### src/tmnd_pkg.sv
// shared types, constants and register codes of the trigger to note detector
package tmnd_pkg;

    // channel counts and fixed field widths
    localparam int NUM_CHANNELS = 3;
    localparam int MAX_CHANNELS = 3;
    localparam int QUEUE_DEPTH  = 4;
    localparam int CH_W         = 2;
    localparam int SAMPLE_W     = 12;
    localparam int COUNT_W      = 9;
    localparam int TICKS_W      = 24;
    localparam int ATTACK_W     = 8;
    localparam int PITCH_W      = 7;
    localparam int VEL_W        = 7;
    localparam int CFG_IDX_W    = 3;
    localparam int CFG_DATA_W   = 24;

    // input opcodes
    localparam logic OP_SAMPLE = 1'b0;
    localparam logic OP_TICK   = 1'b1;

    // per channel note phase
    typedef enum logic [1:0] {
        PH_IDLE    = 2'd0,
        PH_ATTACK  = 2'd1,
        PH_HOLD    = 2'd2,
        PH_RELEASE = 2'd3
    } phase_t;

    // configuration register indexes
    typedef enum logic [CFG_IDX_W-1:0] {
        CFG_ON_THRESHOLD    = 3'd0,
        CFG_OFF_THRESHOLD   = 3'd1,
        CFG_ATTACK_SAMPLES  = 3'd2,
        CFG_RELEASE_SAMPLES = 3'd3,
        CFG_TIMEOUT_TICKS   = 3'd4,
        CFG_PITCH_CH0       = 3'd5,
        CFG_PITCH_CH1       = 3'd6,
        CFG_PITCH_CH2       = 3'd7
    } cfg_idx_t;

    // configuration register file contents
    typedef struct packed {
        logic [SAMPLE_W-1:0]                    on_threshold;
        logic [SAMPLE_W-1:0]                    off_threshold;
        logic [ATTACK_W-1:0]                    attack_samples;
        logic [ATTACK_W-1:0]                    release_samples;
        logic [TICKS_W-1:0]                     timeout_ticks;
        logic [MAX_CHANNELS-1:0][PITCH_W-1:0]   pitch;
    } cfg_t;

    // reset values of the registers
    localparam logic [SAMPLE_W-1:0] RST_ON_THRESHOLD    = 12'd530;
    localparam logic [SAMPLE_W-1:0] RST_OFF_THRESHOLD   = 12'd25;
    localparam logic [ATTACK_W-1:0] RST_ATTACK_SAMPLES  = 8'd10;
    localparam logic [ATTACK_W-1:0] RST_RELEASE_SAMPLES = 8'd10;
    localparam logic [TICKS_W-1:0]  RST_TIMEOUT_TICKS   = 24'd500000;
    localparam logic [PITCH_W-1:0]  RST_PITCH_CH0       = 7'd64;
    localparam logic [PITCH_W-1:0]  RST_PITCH_CH1       = 7'd60;
    localparam logic [PITCH_W-1:0]  RST_PITCH_CH2       = 7'd56;

endpackage

### src/tmnd_front.sv
// front part: per channel phase tracking and polling pass, emits event packets
module tmnd_front #(
    parameter int CHANNELS = tmnd_pkg::NUM_CHANNELS,
    parameter int PKT_W    = CHANNELS * (2 + tmnd_pkg::SAMPLE_W)
) (
    input  logic                          clk,
    input  logic                          rst_n,
    input  tmnd_pkg::cfg_t                cfg,
    input  logic                          accept,
    input  logic                          opcode,
    input  logic [tmnd_pkg::CH_W-1:0]     channel,
    input  logic [tmnd_pkg::SAMPLE_W-1:0] sample,
    output logic                          q_push,
    output logic [PKT_W-1:0]              q_data
);
    import tmnd_pkg::*;

    phase_t                            phase_reg [CHANNELS];
    logic [SAMPLE_W-1:0]               peak_reg  [CHANNELS];
    logic [COUNT_W-1:0]                count_reg [CHANNELS];
    logic [TICKS_W-1:0]                ticks_reg [CHANNELS];

    logic [CHANNELS-1:0]               ev_mask;
    logic [CHANNELS-1:0]               ev_on;
    logic [CHANNELS-1:0][SAMPLE_W-1:0] ev_peak;

    for (genvar c = 0; c < CHANNELS; c++) begin : g_lane
        phase_t              phase_next;
        logic [SAMPLE_W-1:0] peak_next;
        logic [COUNT_W-1:0]  count_next;
        logic [TICKS_W-1:0]  ticks_next;
        logic                hit;
        logic                tick;
        logic                ev;
        logic                on;

        assign hit  = accept && (opcode == OP_SAMPLE) && (channel == CH_W'(c));
        assign tick = accept && (opcode == OP_TICK);

        // input update followed by this lane's slot of the polling pass
        always_comb
        begin
            phase_next = phase_reg[c];
            peak_next  = peak_reg[c];
            count_next = count_reg[c];
            ticks_next = ticks_reg[c];
            ev         = 1'b0;
            on         = 1'b0;

            // sample for this channel
            if (hit)
            begin
                case (phase_reg[c])
                    PH_IDLE:
                    begin
                        if (sample > cfg.on_threshold)
                        begin
                            peak_next  = sample;
                            phase_next = PH_ATTACK;
                        end
                    end
                    PH_ATTACK:
                    begin
                        if (count_reg[c] < {1'b0, cfg.attack_samples})
                        begin
                            count_next = count_reg[c] + COUNT_W'(1);
                            if (sample > peak_reg[c])
                            begin
                                peak_next = sample;
                            end
                        end
                    end
                    PH_HOLD:
                    begin
                        if (sample < cfg.off_threshold)
                        begin
                            if (count_reg[c] != '1)
                            begin
                                count_next = count_reg[c] + COUNT_W'(1);
                            end
                        end
                        else
                        begin
                            count_next = '0;
                        end
                        if (count_next > {1'b0, cfg.release_samples})
                        begin
                            phase_next = PH_RELEASE;
                        end
                    end
                    default:
                    begin
                    end
                endcase
            end

            // saturating tick count while the note sounds
            if (tick && (phase_reg[c] == PH_HOLD || phase_reg[c] == PH_RELEASE)
                && ticks_reg[c] != '1)
            begin
                ticks_next = ticks_reg[c] + TICKS_W'(1);
            end

            // polling pass: at most one event per channel
            case (phase_next)
                PH_ATTACK:
                begin
                    if (count_next >= {1'b0, cfg.attack_samples})
                    begin
                        ev         = 1'b1;
                        on         = 1'b1;
                        phase_next = PH_HOLD;
                        count_next = '0;
                        ticks_next = '0;
                    end
                end
                PH_HOLD, PH_RELEASE:
                begin
                    if (phase_next == PH_RELEASE || ticks_next >= cfg.timeout_ticks)
                    begin
                        ev         = 1'b1;
                        phase_next = PH_IDLE;
                        count_next = '0;
                    end
                end
                default:
                begin
                end
            endcase
        end

        // lane state, updated once per accepted transaction
        always_ff @(posedge clk or negedge rst_n)
        begin
            if (!rst_n)
            begin
                phase_reg[c] <= PH_IDLE;
                peak_reg[c]  <= '0;
                count_reg[c] <= '0;
                ticks_reg[c] <= '0;
            end
            else if (accept)
            begin
                phase_reg[c] <= phase_next;
                peak_reg[c]  <= peak_next;
                count_reg[c] <= count_next;
                ticks_reg[c] <= ticks_next;
            end
        end

        assign ev_mask[c] = accept && ev;
        assign ev_on[c]   = on;
        assign ev_peak[c] = peak_next;
    end

    // only steps that produce events go into the queue
    assign q_push = |ev_mask;
    assign q_data = {ev_peak, ev_on, ev_mask};

endmodule

### src/tmnd_queue.sv
// short packet queue between the front and back parts
module tmnd_queue #(
    parameter int WIDTH = 42,
    parameter int DEPTH = tmnd_pkg::QUEUE_DEPTH
) (
    input  logic             clk,
    input  logic             rst_n,
    input  logic             push,
    input  logic [WIDTH-1:0] wdata,
    input  logic             pop,
    output logic [WIDTH-1:0] rdata,
    output logic             full,
    output logic             empty
);
    localparam int PTR_W = $clog2(DEPTH);
    localparam int CNT_W = $clog2(DEPTH + 1);

    logic [WIDTH-1:0] mem_reg [DEPTH];
    logic [PTR_W-1:0] wr_ptr_reg;
    logic [PTR_W-1:0] rd_ptr_reg;
    logic [CNT_W-1:0] count_reg;
    logic [PTR_W-1:0] wr_ptr_next;
    logic [PTR_W-1:0] rd_ptr_next;

    assign full  = (count_reg == CNT_W'(DEPTH));
    assign empty = (count_reg == '0);
    assign rdata = mem_reg[rd_ptr_reg];

    // pointer wrap
    assign wr_ptr_next = (wr_ptr_reg == PTR_W'(DEPTH - 1)) ? '0 : wr_ptr_reg + PTR_W'(1);
    assign rd_ptr_next = (rd_ptr_reg == PTR_W'(DEPTH - 1)) ? '0 : rd_ptr_reg + PTR_W'(1);

    // storage
    always_ff @(posedge clk)
    begin
        if (push)
        begin
            mem_reg[wr_ptr_reg] <= wdata;
        end
    end

    // pointers and fill count
    always_ff @(posedge clk or negedge rst_n)
    begin
        if (!rst_n)
        begin
            wr_ptr_reg <= '0;
            rd_ptr_reg <= '0;
            count_reg  <= '0;
        end
        else
        begin
            if (push)
            begin
                wr_ptr_reg <= wr_ptr_next;
            end
            if (pop)
            begin
                rd_ptr_reg <= rd_ptr_next;
            end
            if (push && !pop)
            begin
                count_reg <= count_reg + CNT_W'(1);
            end
            else if (pop && !push)
            begin
                count_reg <= count_reg - CNT_W'(1);
            end
        end
    end

    // the front never writes a full queue, the back never reads an empty one
    a_no_overflow: assert property (@(posedge clk) disable iff (!rst_n) !(push && full && !pop))
        else $error("queue written while full");
    a_no_underflow: assert property (@(posedge clk) disable iff (!rst_n) !(pop && empty))
        else $error("queue read while empty");

endmodule

### src/tmnd_back.sv
// back part: splits event packets into single note transactions
module tmnd_back #(
    parameter int CHANNELS = tmnd_pkg::NUM_CHANNELS,
    parameter int PKT_W    = CHANNELS * (2 + tmnd_pkg::SAMPLE_W)
) (
    input  logic                         clk,
    input  logic                         rst_n,
    input  tmnd_pkg::cfg_t               cfg,
    input  logic [PKT_W-1:0]             q_data,
    input  logic                         q_empty,
    output logic                         q_pop,
    output logic                         empty,
    input  logic                         pop,
    output logic                         note_on,
    output logic [tmnd_pkg::CH_W-1:0]    out_channel,
    output logic [tmnd_pkg::PITCH_W-1:0] pitch,
    output logic [tmnd_pkg::VEL_W-1:0]   velocity,
    output logic                         last
);
    import tmnd_pkg::*;

    localparam int PROD_W = SAMPLE_W + 8;

    logic                              valid_reg;
    logic [CHANNELS-1:0]               mask_reg;
    logic [CHANNELS-1:0]               on_reg;
    logic [CHANNELS-1:0][SAMPLE_W-1:0] peak_reg;

    logic [CHANNELS-1:0]               sel_oh;
    logic [CH_W-1:0]                   sel;
    logic [CHANNELS-1:0]               rest;
    logic                              sel_on;
    logic [SAMPLE_W-1:0]               sel_peak;
    logic [PROD_W-1:0]                 prod;
    logic [PROD_W-1:0]                 scaled;
    logic                              fire;
    logic                              load;

    // lowest pending channel of the current packet
    always_comb
    begin
        sel_oh   = '0;
        sel      = '0;
        sel_on   = 1'b0;
        sel_peak = '0;
        for (int i = CHANNELS - 1; i >= 0; i--)
        begin
            if (mask_reg[i])
            begin
                sel_oh    = '0;
                sel_oh[i] = 1'b1;
                sel       = CH_W'(i);
            end
        end
        for (int i = 0; i < CHANNELS; i++)
        begin
            if (sel_oh[i])
            begin
                sel_on   = on_reg[i];
                sel_peak = peak_reg[i];
            end
        end
    end

    assign rest = mask_reg & ~sel_oh;

    // velocity = peak * 127 / 4095, with x / 4095 = (x + (x >> 12) + 1) >> 12
    assign prod   = {1'b0, sel_peak, 7'd0} - {8'd0, sel_peak};
    assign scaled = prod + (prod >> SAMPLE_W) + PROD_W'(1);

    assign empty       = !valid_reg;
    assign note_on     = sel_on;
    assign out_channel = sel;
    assign pitch       = cfg.pitch[sel];
    assign velocity    = sel_on ? scaled[SAMPLE_W +: VEL_W] : '0;
    assign last        = (rest == '0);

    // packet handoff
    assign fire  = valid_reg && pop;
    assign load  = !valid_reg || (fire && last);
    assign q_pop = load && !q_empty;

    always_ff @(posedge clk or negedge rst_n)
    begin
        if (!rst_n)
        begin
            valid_reg <= 1'b0;
        end
        else if (load)
        begin
            valid_reg <= !q_empty;
        end
    end

    always_ff @(posedge clk)
    begin
        if (q_pop)
        begin
            mask_reg <= q_data[CHANNELS-1:0];
            on_reg   <= q_data[2*CHANNELS-1:CHANNELS];
            peak_reg <= q_data[PKT_W-1:2*CHANNELS];
        end
        else if (fire)
        begin
            mask_reg <= rest;
        end
    end

    // a held packet always has an event left, and a non-final one keeps it held
    a_pending: assert property (@(posedge clk) disable iff (!rst_n)
        valid_reg |-> (mask_reg != '0))
        else $error("held packet without pending event");
    a_keep: assert property (@(posedge clk) disable iff (!rst_n)
        (fire && !last) |=> valid_reg)
        else $error("packet dropped before its last event");

endmodule

### src/trigger_to_midi_note_detector.sv
// top level: configuration registers, front part, queue and back part
//
//  channel   direction  handshake          payload
//  input     in         push / full        opcode, channel, sample
//  result    out        empty / pop        note_on, out_channel, pitch, velocity, last
//  config    in         cfg_we             cfg_index, cfg_data
//
// one input transaction is taken per cycle while full is low; its state update
// and polling pass finish in that cycle and the events go to a QUEUE_DEPTH packet
// queue. the back part sends one result per cycle while pop is high, one for each
// event of a step; full rises only when the packet queue is full.
// reset is asynchronous and active low; it clears all channel state and loads the
// register reset values. a stalled result holds on the ports until popped.
module trigger_to_midi_note_detector #(
    parameter int CHANNELS    = tmnd_pkg::NUM_CHANNELS,
    parameter int QUEUE_DEPTH = tmnd_pkg::QUEUE_DEPTH
) (
    input  logic                            clk,
    input  logic                            rst_n,
    input  logic                            push,
    output logic                            full,
    input  logic                            opcode,
    input  logic [tmnd_pkg::CH_W-1:0]       channel,
    input  logic [tmnd_pkg::SAMPLE_W-1:0]   sample,
    output logic                            empty,
    input  logic                            pop,
    output logic                            note_on,
    output logic [tmnd_pkg::CH_W-1:0]       out_channel,
    output logic [tmnd_pkg::PITCH_W-1:0]    pitch,
    output logic [tmnd_pkg::VEL_W-1:0]      velocity,
    output logic                            last,
    input  logic                            cfg_we,
    input  logic [tmnd_pkg::CFG_IDX_W-1:0]  cfg_index,
    input  logic [tmnd_pkg::CFG_DATA_W-1:0] cfg_data
);
    import tmnd_pkg::*;

    localparam int PKT_W = CHANNELS * (2 + SAMPLE_W);

    cfg_t             cfg_reg;
    logic             accept;
    logic             q_push;
    logic             q_pop;
    logic             q_full;
    logic             q_empty;
    logic [PKT_W-1:0] q_wdata;
    logic [PKT_W-1:0] q_rdata;

    // configuration register writes
    always_ff @(posedge clk or negedge rst_n)
    begin
        if (!rst_n)
        begin
            cfg_reg.on_threshold    <= RST_ON_THRESHOLD;
            cfg_reg.off_threshold   <= RST_OFF_THRESHOLD;
            cfg_reg.attack_samples  <= RST_ATTACK_SAMPLES;
            cfg_reg.release_samples <= RST_RELEASE_SAMPLES;
            cfg_reg.timeout_ticks   <= RST_TIMEOUT_TICKS;
            cfg_reg.pitch[0]        <= RST_PITCH_CH0;
            cfg_reg.pitch[1]        <= RST_PITCH_CH1;
            cfg_reg.pitch[2]        <= RST_PITCH_CH2;
        end
        else if (cfg_we)
        begin
            case (cfg_idx_t'(cfg_index))
                CFG_ON_THRESHOLD:    cfg_reg.on_threshold    <= cfg_data[SAMPLE_W-1:0];
                CFG_OFF_THRESHOLD:   cfg_reg.off_threshold   <= cfg_data[SAMPLE_W-1:0];
                CFG_ATTACK_SAMPLES:  cfg_reg.attack_samples  <= cfg_data[ATTACK_W-1:0];
                CFG_RELEASE_SAMPLES: cfg_reg.release_samples <= cfg_data[ATTACK_W-1:0];
                CFG_TIMEOUT_TICKS:   cfg_reg.timeout_ticks   <= cfg_data[TICKS_W-1:0];
                CFG_PITCH_CH0:       cfg_reg.pitch[0]        <= cfg_data[PITCH_W-1:0];
                CFG_PITCH_CH1:       cfg_reg.pitch[1]        <= cfg_data[PITCH_W-1:0];
                CFG_PITCH_CH2:       cfg_reg.pitch[2]        <= cfg_data[PITCH_W-1:0];
                default:
                begin
                end
            endcase
        end
    end

    // input transaction
    assign full   = q_full;
    assign accept = push && !q_full;

    tmnd_front #(
        .CHANNELS (CHANNELS),
        .PKT_W    (PKT_W)
    ) u_front (
        .clk     (clk),
        .rst_n   (rst_n),
        .cfg     (cfg_reg),
        .accept  (accept),
        .opcode  (opcode),
        .channel (channel),
        .sample  (sample),
        .q_push  (q_push),
        .q_data  (q_wdata)
    );

    tmnd_queue #(
        .WIDTH (PKT_W),
        .DEPTH (QUEUE_DEPTH)
    ) u_queue (
        .clk   (clk),
        .rst_n (rst_n),
        .push  (q_push),
        .wdata (q_wdata),
        .pop   (q_pop),
        .rdata (q_rdata),
        .full  (q_full),
        .empty (q_empty)
    );

    tmnd_back #(
        .CHANNELS (CHANNELS),
        .PKT_W    (PKT_W)
    ) u_back (
        .clk         (clk),
        .rst_n       (rst_n),
        .cfg         (cfg_reg),
        .q_data      (q_rdata),
        .q_empty     (q_empty),
        .q_pop       (q_pop),
        .empty       (empty),
        .pop         (pop),
        .note_on     (note_on),
        .out_channel (out_channel),
        .pitch       (pitch),
        .velocity    (velocity),
        .last        (last)
    );

endmodule

### config.mk
export PLATFORM = sky130hd
export DESIGN_NAME = trigger_to_midi_note_detector
export DESIGN_NICKNAME = d
export VERILOG_FILES = /design/src/tmnd_pkg.sv /design/src/tmnd_front.sv /design/src/tmnd_queue.sv /design/src/tmnd_back.sv /design/src/trigger_to_midi_note_detector.sv
export SDC_FILE = /design/constraint.sdc
export NUM_CORES = 1
export LEC_CHECK = 0
export BUFFER_PORTS_ARGS = -buffer_cell sky130_fd_sc_hd__buf_4
export CAP_MARGIN = 25
export CORE_ASPECT_RATIO = 0.9
export CORE_MARGIN = 2
export CORE_UTILIZATION = 35
export DETAILED_ROUTE_END_ITERATION = 10
export PLACE_DENSITY = 0.51
export SETUP_SLACK_MARGIN = 0.2
export SYNTH_ARGS = -nofsm -noshare
export SYNTH_HDL_FRONTEND = slang
export SYNTH_HIERARCHICAL = 1
export SYNTH_SLANG_ARGS = --single-unit
### constraint.sdc
create_clock -name clk -period 6.7 [get_ports clk]
set_input_delay 1.34 -clock clk [delete_from_list [all_inputs] [get_ports clk]]
set_output_delay 1.34 -clock clk [all_outputs]
set_load 0.01 [all_outputs]
# After elaboration in Yosys (flattened, before gate mapping)
# Memory sizes are Yosys's and may differ from the RTL's.
# Cells that the tools add are included.
# W data, S select, Z words.
dict set report classes {
  n_addsub 13
  order_cmp 18
  n_eq_ne 36
  n_mux 110
  bitwise_logic 3
  n_reduce_logical 53
}
# op count
set op_table {}
lappend op_table {{$mux W24} 9}
lappend op_table {{$mux W9} 24}
lappend op_table {{$mux W12} 15}
lappend op_table {{$pmux W9 S2} 6}
lappend op_table {{$add A24 B1 Y24 const B} 3}
lappend op_table {{$ge A24 B24 Y1} 3}
lappend op_table {{$ne A24 B24 Y1 const B} 3}
lappend op_table {{$pmux W12 S2} 3}
lappend op_table {{$gt A12 B12 Y1} 4}
lappend op_table {{$mux W2} 20}
lappend op_table {{$eq A2 B2 Y1 const B} 15}
lappend op_table {{$add A9 B1 Y9 const B} 3}
lappend op_table {{$ge A9 B8 Y1} 3}
lappend op_table {{$gt A9 B8 Y1} 3}
lappend op_table {{$lt A9 B8 Y1} 3}
lappend op_table {{$ne A9 B9 Y1 const B} 3}
lappend op_table {{$pmux W2 S2} 6}
lappend op_table {{$mux W3} 7}
lappend op_table {{$logic_and A1 B1 Y1} 20}
lappend op_table {{$sub A19 B12 Y20} 1}
lappend op_table {{$add A19 B1 Y19 const B} 1}
lappend op_table {{$add A19 B8 Y19} 1}
lappend op_table {{$reduce_and A2 Y1} 8}
lappend op_table {{$eq A3 B3 Y1 const B} 5}
lappend op_table {{other kinds (22)} 64}
dict set report word_totals {
  ff_bits 276
  mem_bits_rw 168
  in_bits 47
  wordCells 263
  n_memories 1
}
# memory depth word_bits read_ports rd_ports_with_merged_regs wr line
set memory_table {}
lappend memory_table {u_queue.mem_reg 4 42 1 0 1 tmnd_queue.sv:18} ;# logic [WIDTH-1:0] mem_reg [DEPTH];

# Depth between registers and ports, before layout
dict set report depth {
  word_depth 20
  ltp_mapped 28
}

# By module
# Netlist, hierarchy kept.
# mod instances cells_each area_per_inst_um2 seq_area_each_um2
set by_module_without_submodules {}
lappend by_module_without_submodules {tmnd_front 1 1709 14246.2 3528.4}
lappend by_module_without_submodules {tmnd_queue 1 257 6533.8 5220.0}
lappend by_module_without_submodules {trigger_to_midi_note_detector 1 189 3394.5 2158.3}
lappend by_module_without_submodules {tmnd_back 1 324 3219.3 1286.2}

# Worst setup path after synthesis
# Ideal clock, no wire load.
dict set report synth_timing {
  kind {input -> register}
  startpoint {input port push}
  endpoint {memory u_queue.mem_reg[1][0], enable pin}
  setup_time_ps 404
  arrival_ps 6390
  t_required_ps 6296
  slack_ps -94
  path_stages 17
  path_cell_list {nor2b_1 > nand2_1 > nor2_1 > o41ai_4 > or2_1 > nor3_1 > nand4_1 > xnor2_1 > ha_1 > nand4_1 > or3_1 > or4_1 > a31oi_1 > a211oi_1 > o22ai_1 > nand3b_1 > and2_1}
}
dict set report synth_via {
  elab_chain_cells 13
  word_cells_on_any_way 57
  classes_between {order compare (6); eq/ne (9); mux (20); reduce/logical (22)}
}
# item line
set synth_lines {}
lappend synth_lines {{start, declared} trigger_to_midi_note_detector.sv:20} ;# input logic push,
lappend synth_lines {{$logic_and A1 B1 Y1 *} trigger_to_midi_note_detector.sv:83} ;# assign accept = push && !q_full;
lappend synth_lines {{$logic_and A1 B1 Y1} tmnd_front.sv:38} ;# assign tick = accept && (opcode == OP_TICK);
lappend synth_lines {{$logic_and A1 B1 Y1} tmnd_front.sv:98} ;# if (tick && (phase_reg[c] == PH_HOLD || phase_reg[c] == PH_RELEASE)
lappend synth_lines {{$logic_and A1 B1 Y1} tmnd_front.sv:99} ;# && ticks_reg[c] != '1)
lappend synth_lines {{$mux W24} tmnd_front.sv:98}
lappend synth_lines {{$ge A24 B24 Y1} tmnd_front.sv:119} ;# if (phase_next == PH_RELEASE || ticks_next >= cfg.timeout_ticks)
lappend synth_lines {{$logic_or A1 B1 Y1} tmnd_front.sv:119}
lappend synth_lines {{$mux W1} tmnd_front.sv:119}
lappend synth_lines {{$pmux W1 S2} tmnd_front.sv:105} ;# case (phase_next)
lappend synth_lines {{$logic_and A1 B1 Y1 *} tmnd_front.sv:151} ;# assign ev_mask[c] = accept && ev;
lappend synth_lines {{via q_wdata[0]} trigger_to_midi_note_detector.sv:46} ;# logic [PKT_W-1:0] q_wdata;
lappend synth_lines {{$reduce_or A3 Y1 *} tmnd_front.sv:157} ;# assign q_push = |ev_mask;
lappend synth_lines {{via q_push} trigger_to_midi_note_detector.sv:42} ;# logic q_push;
lappend synth_lines {{$mux W1 *} tmnd_queue.sv:36} ;# if (push)
lappend synth_lines {{$mux W1 (not written as such) *} tmnd_queue.sv:38} ;# mem_reg[wr_ptr_reg] <= wdata;
lappend synth_lines {{end, declared} tmnd_queue.sv:18}
# Mark *: on every way through the listed nets, which the timed path passes. The rest lies on a longest branch.

# Worst setup path in the final report
dict set report layout_timing {
  startpoint {register u_back.mask_reg[1]}
  endpoint {output port velocity[3] (netlist bit)}
}
dict set report layout_via {
  elab_chain_cells 9
  word_cells_on_any_way 12
  classes_between {add/sub (3); mux (9)}
}
# item line
set layout_lines {}
lappend layout_lines {{start, declared} tmnd_back.sv:25} ;# logic [CHANNELS-1:0] mask_reg;
lappend layout_lines {{start signal, assigned} tmnd_back.sv:99} ;# mask_reg <= q_data[CHANNELS-1:0];
lappend layout_lines {{start signal, assigned} tmnd_back.sv:105} ;# mask_reg <= rest;
lappend layout_lines {{$mux W3 * (2 in a row)} tmnd_back.sv:48} ;# if (mask_reg[i])
lappend layout_lines {{$mux W12 (3 in a row)} tmnd_back.sv:57} ;# if (sel_oh[i])
lappend layout_lines {{$sub A19 B12 Y20} tmnd_back.sv:68} ;# assign prod = {1'b0, sel_peak, 7'd0} - {8'd0, sel_peak};
lappend layout_lines {{$add A19 B8 Y19} tmnd_back.sv:69} ;# assign scaled = prod + (prod >> SAMPLE_W) + PROD_W'(1);
lappend layout_lines {{$add A19 B1 Y19} tmnd_back.sv:69}
lappend layout_lines {{$mux W7 *} tmnd_back.sv:75} ;# assign velocity = sel_on ? scaled[SAMPLE_W +: VEL_W] : '0;
lappend layout_lines {{end, declared} trigger_to_midi_note_detector.sv:30} ;# output logic [tmnd_pkg::VEL_W-1:0] velocity,
# Mark *: on every way between the ends. The rest lies on a longest branch, timed or not.

==> flow_metrics.py <==
metrics = {
    "outcome": {
        "status": "finished, final reports clean",
    },
    "critical_path": {
        "critPathCaptureType": "output port",
        "critical_path.startpoint_type": "register",
        "ff2ff_path_depth": 24,
        "crit_required_ns": 5.36,
        "critPathMaxFanout": 8,
        "rr_startpoint": "u_front/count_reg[0]$_DFFE_PN0P_",
        "crit_path_start": "u_back/mask_reg[1]$_DFFE_PP_",
        "cp.arrival_ns": 5.00,
        "criticalPathCategory": "register to output port",
    },
    "floorplanning": {
        "rows": 97,
        "num_io_pins": 67,
        "dieWidth_um": 299,
        "coreArea_um2": 77700,
        "fp.dieArea_um2": 80500,
        "die_h_um": 269,
        "initial_core_util_pct": 35.3,
    },
    "sta": {
        "fmax_mhz": 158,
        "finalCritPeriodShare_pct": 94.7,
        "fin_crit_ns": 6.34,
        "holdWs_ns": 0.490,
        "finalSetupViolations": 0,
        "max_slew_margin_pct": 30.0,
        "worst_pin_slew_ns": 1.05,
        "rsz0062_at_grt": "true",
        "maxSlewViolCount": 0,
        "clock_skew_ns": 0.0421,
        "tns_ns": 0,
        "hold_violations": 0,
    },
    "drt": {
        "drt.antenna.violating_nets": 0,
        "via_per_inst": 5.48,
        "drt-pass1-iter-count": 6,
        "routed_wirelength_um": 75000,
        "drc": 0,
        "dr.first_iter.drc_count": 1460,
        "wl_per_cell_um": 20.4,
        "vias": 20112,
    },
    "grt": {
        "grt_pass1_wl_um": 117000,
        "track_usage_pct": 18.3,
        "antenna_found_initial": 0,
        "grt_pass1_vias": 19751,
        "grt_overflow_total": 0,
        "grt_max_degree": 123,
    },
    "job": {
        "drv_cap": 0,
    },
    "clock_network": {
        "cts_inserted_buffers": 51,
        "clock_path_buffers": 3,
        "root_buffer": "clkbuf_16",
        "cts.sinks": 444,
        "htree_levels": 2,
        "clock_latency_ns": 0.63,
        "cts_tree": "built",
        "path_clk_slew_ns": 0.06,
    },
    "logic_synthesis": {
        "synth-main-ff-cell": "edfxtp_1",
        "ys_types": 111,
        "synth_area_leaders": "edfxtp_1 (23%), dfrtp_1 (19%), ha_1 (11%)",
        "syn_nets": 2768,
        "async_flop_share_pct": 52.7,
        "syn_avg_cell_area_um2": 11.1,
        "synth.most_common_cell": "ha_1",
        "synth_commonest_cells": "ha_1 (241), edfxtp_1 (210), dfrtp_1 (209), inv_1 (177), nand2_1 (150)",
        "synth_sequential_area_ratio_pct": 44.5,
        "syn_area_um2": 27400,
        "synth_cells": 2479,
        "synth-seq-cells": 444,
        "netlist.top_cell.by_area": "edfxtp_1",
        "ys_warn_count": 6,
        "synth_edf_count": 210,
        "synth_top_area_share_pct": 23.0,
    },
    "min_path": {
        "min_path_type": "register to register",
        "hp-start": "u_queue/count_reg[2]$_DFFE_PN0P_",
        "whs_path_depth": 1,
    },
    "power_and_ir_drop": {
        "pwr-share-seq_pct": 31.4,
        "ir_drop_v": 0.000372,
        "intPower_uw": 7900,
        "p_sw_share_pct": 38.6,
        "comb_power_share_pct": 46.1,
        "p_switching_uw": 4960,
        "power_uw": 12900,
        "clkPwrFrac_pct": 22.6,
        "p_leak_uw": 0.0131,
        "p_per_area_nw_per_um2": 409,
    },
    "finish": {
        "final_cells": 3667,
        "largest_register_ffs": 168,
        "area_growth_pct": 14.9,
        "finalNetCount": 2875,
        "diodes": 0,
        "final_layout_size_suffix_gt1_share_pct": 18.1,
    },
    "place": {
        "numPortBuffers": 66,
        "placed_cells": 3539,
        "gp_congestion": 0.853,
        "hpwl_um": 54200,
    },
}
routing by layer:
layer | global-route usage, % | vias to the layer above | share of wire [%]
li1 | - | 9487 | -
met1 | 27.0 | 10022 | 49
met2 | 28.5 | 495 | 45
met3 | 2.52 | 108 | 4.6
met4 | 4.18 | 0 | 2.2
met5 | 0 | - | 0
cells by family after synthesis:
kind of cell    Yosys count  share of synthesized area (%)
xor+xnor                106                           3.44
fa+ha+maj               242                           11.1
buf+inv                 276                           4.64
flops                   444                           44.5
simple gates            685                           13.1
compound gates          577                           15.1
mux                     149                           8.11
timing repair:
item,4_1_cts,5_1_grt
gates resized for setup,22,37
hold buffers,0,0
pin swaps,4,18
buffers inserted,12,21
setup endpoints to repair,7,8
critical path: stages, from the launching register on:
cell	delay, ns
edfxtp_1	0.44
buf_12	0.17
buf_2	0.16
nand3b_1	0.22
a2bb2oi_4	0.23
ha_4	0.26
a21o_1	0.21
a31oi_4	0.23
o21ai_4	0.13
or4_4	0.56
and2_4	0.16
inv_1	0.05
ha_2	0.16
o21a_1	0.12
o221ai_1	0.12
o221a_2	0.34
or3_4	0.41
a31oi_1	0.16
o211ai_1	0.12
buf_4	0.16
placed cells by master (no fill, tap or decap), drive strengths merged, types with 8 or more instances in the layout:
cell type    n
ha         241
edfxtp     210
dfrtp      209
inv        181
nand2      151
buf        149
nor2       133
o21ai      133
nand3      110
a21oi      108
a22o       102
mux2        92
xnor2       85
clkbuf      66
a21o        55
nor3        51
nand4       43
mux4        42
nor2b       30
and3        26
and2        26
dfstp       25
clkinv      22
nand2b      21
a31oi       21
xor2        20
nor4        17
o2bb2ai     15
mux2i       15
or3         15
a211oi      13
nand3b      12
o21a        11
and4        11
or2         11
o211ai      10
a2bb2oi     10
a22oi        8
a2111oi      8
metrics by stage:
step	worst slack (ns)	utilization, %	cell area, um2
after detailed placement	0.0695	37.5	29100
after CTS	0.201	40.0	31100
final	0.355	40.5	31500
after floorplan	0.303	-	27400
after global routing	0.0833	40.5	31500
after global placement	0.155	37.5	29100
final timing paths:
| check | endpoint | slack [ns] |
|---|---|---|
| max in group asynchronous | u_front/count_reg[8]$_DFFE_PN0P_ | 4.55 |
| worst min register to register | u_queue/count_reg[2]$_DFFE_PN0P_ | 0.49 |
| worst max register to register | u_queue/count_reg[1]$_DFFE_PN0P_ | 0.63 |
| min in group asynchronous | u_front/ticks_reg[70]$_DFFE_PN0P_ | 0.82 |
| worst min-delay path | u_queue/count_reg[2]$_DFFE_PN0P_ | 0.49 |
| worst max-delay path | velocity[3] | 0.36 |
area by class of cell:
cell class,count,area [um2]
fillers,7487,46200
clock inverters,29,398
repair buffers,149,1240
flip-flops and latches,444,12200
well taps,1039,1300
multi-input cells,1759,14300
clock buffers,66,1360
inverters,181,684
power groups by stage:
stage          sequential, uW  combinational [uW]  clock [uW]
3_3_place_gp             4070                5060           0
3_5_place_dp             4100                5190           0
2_1_floorplan            3950                3720           0
5_1_grt                  4100                6520        3100
6_report                 4030                5920        2910
4_1_cts                  4030                5440        3000
Power figures use the tool's default switching activity.
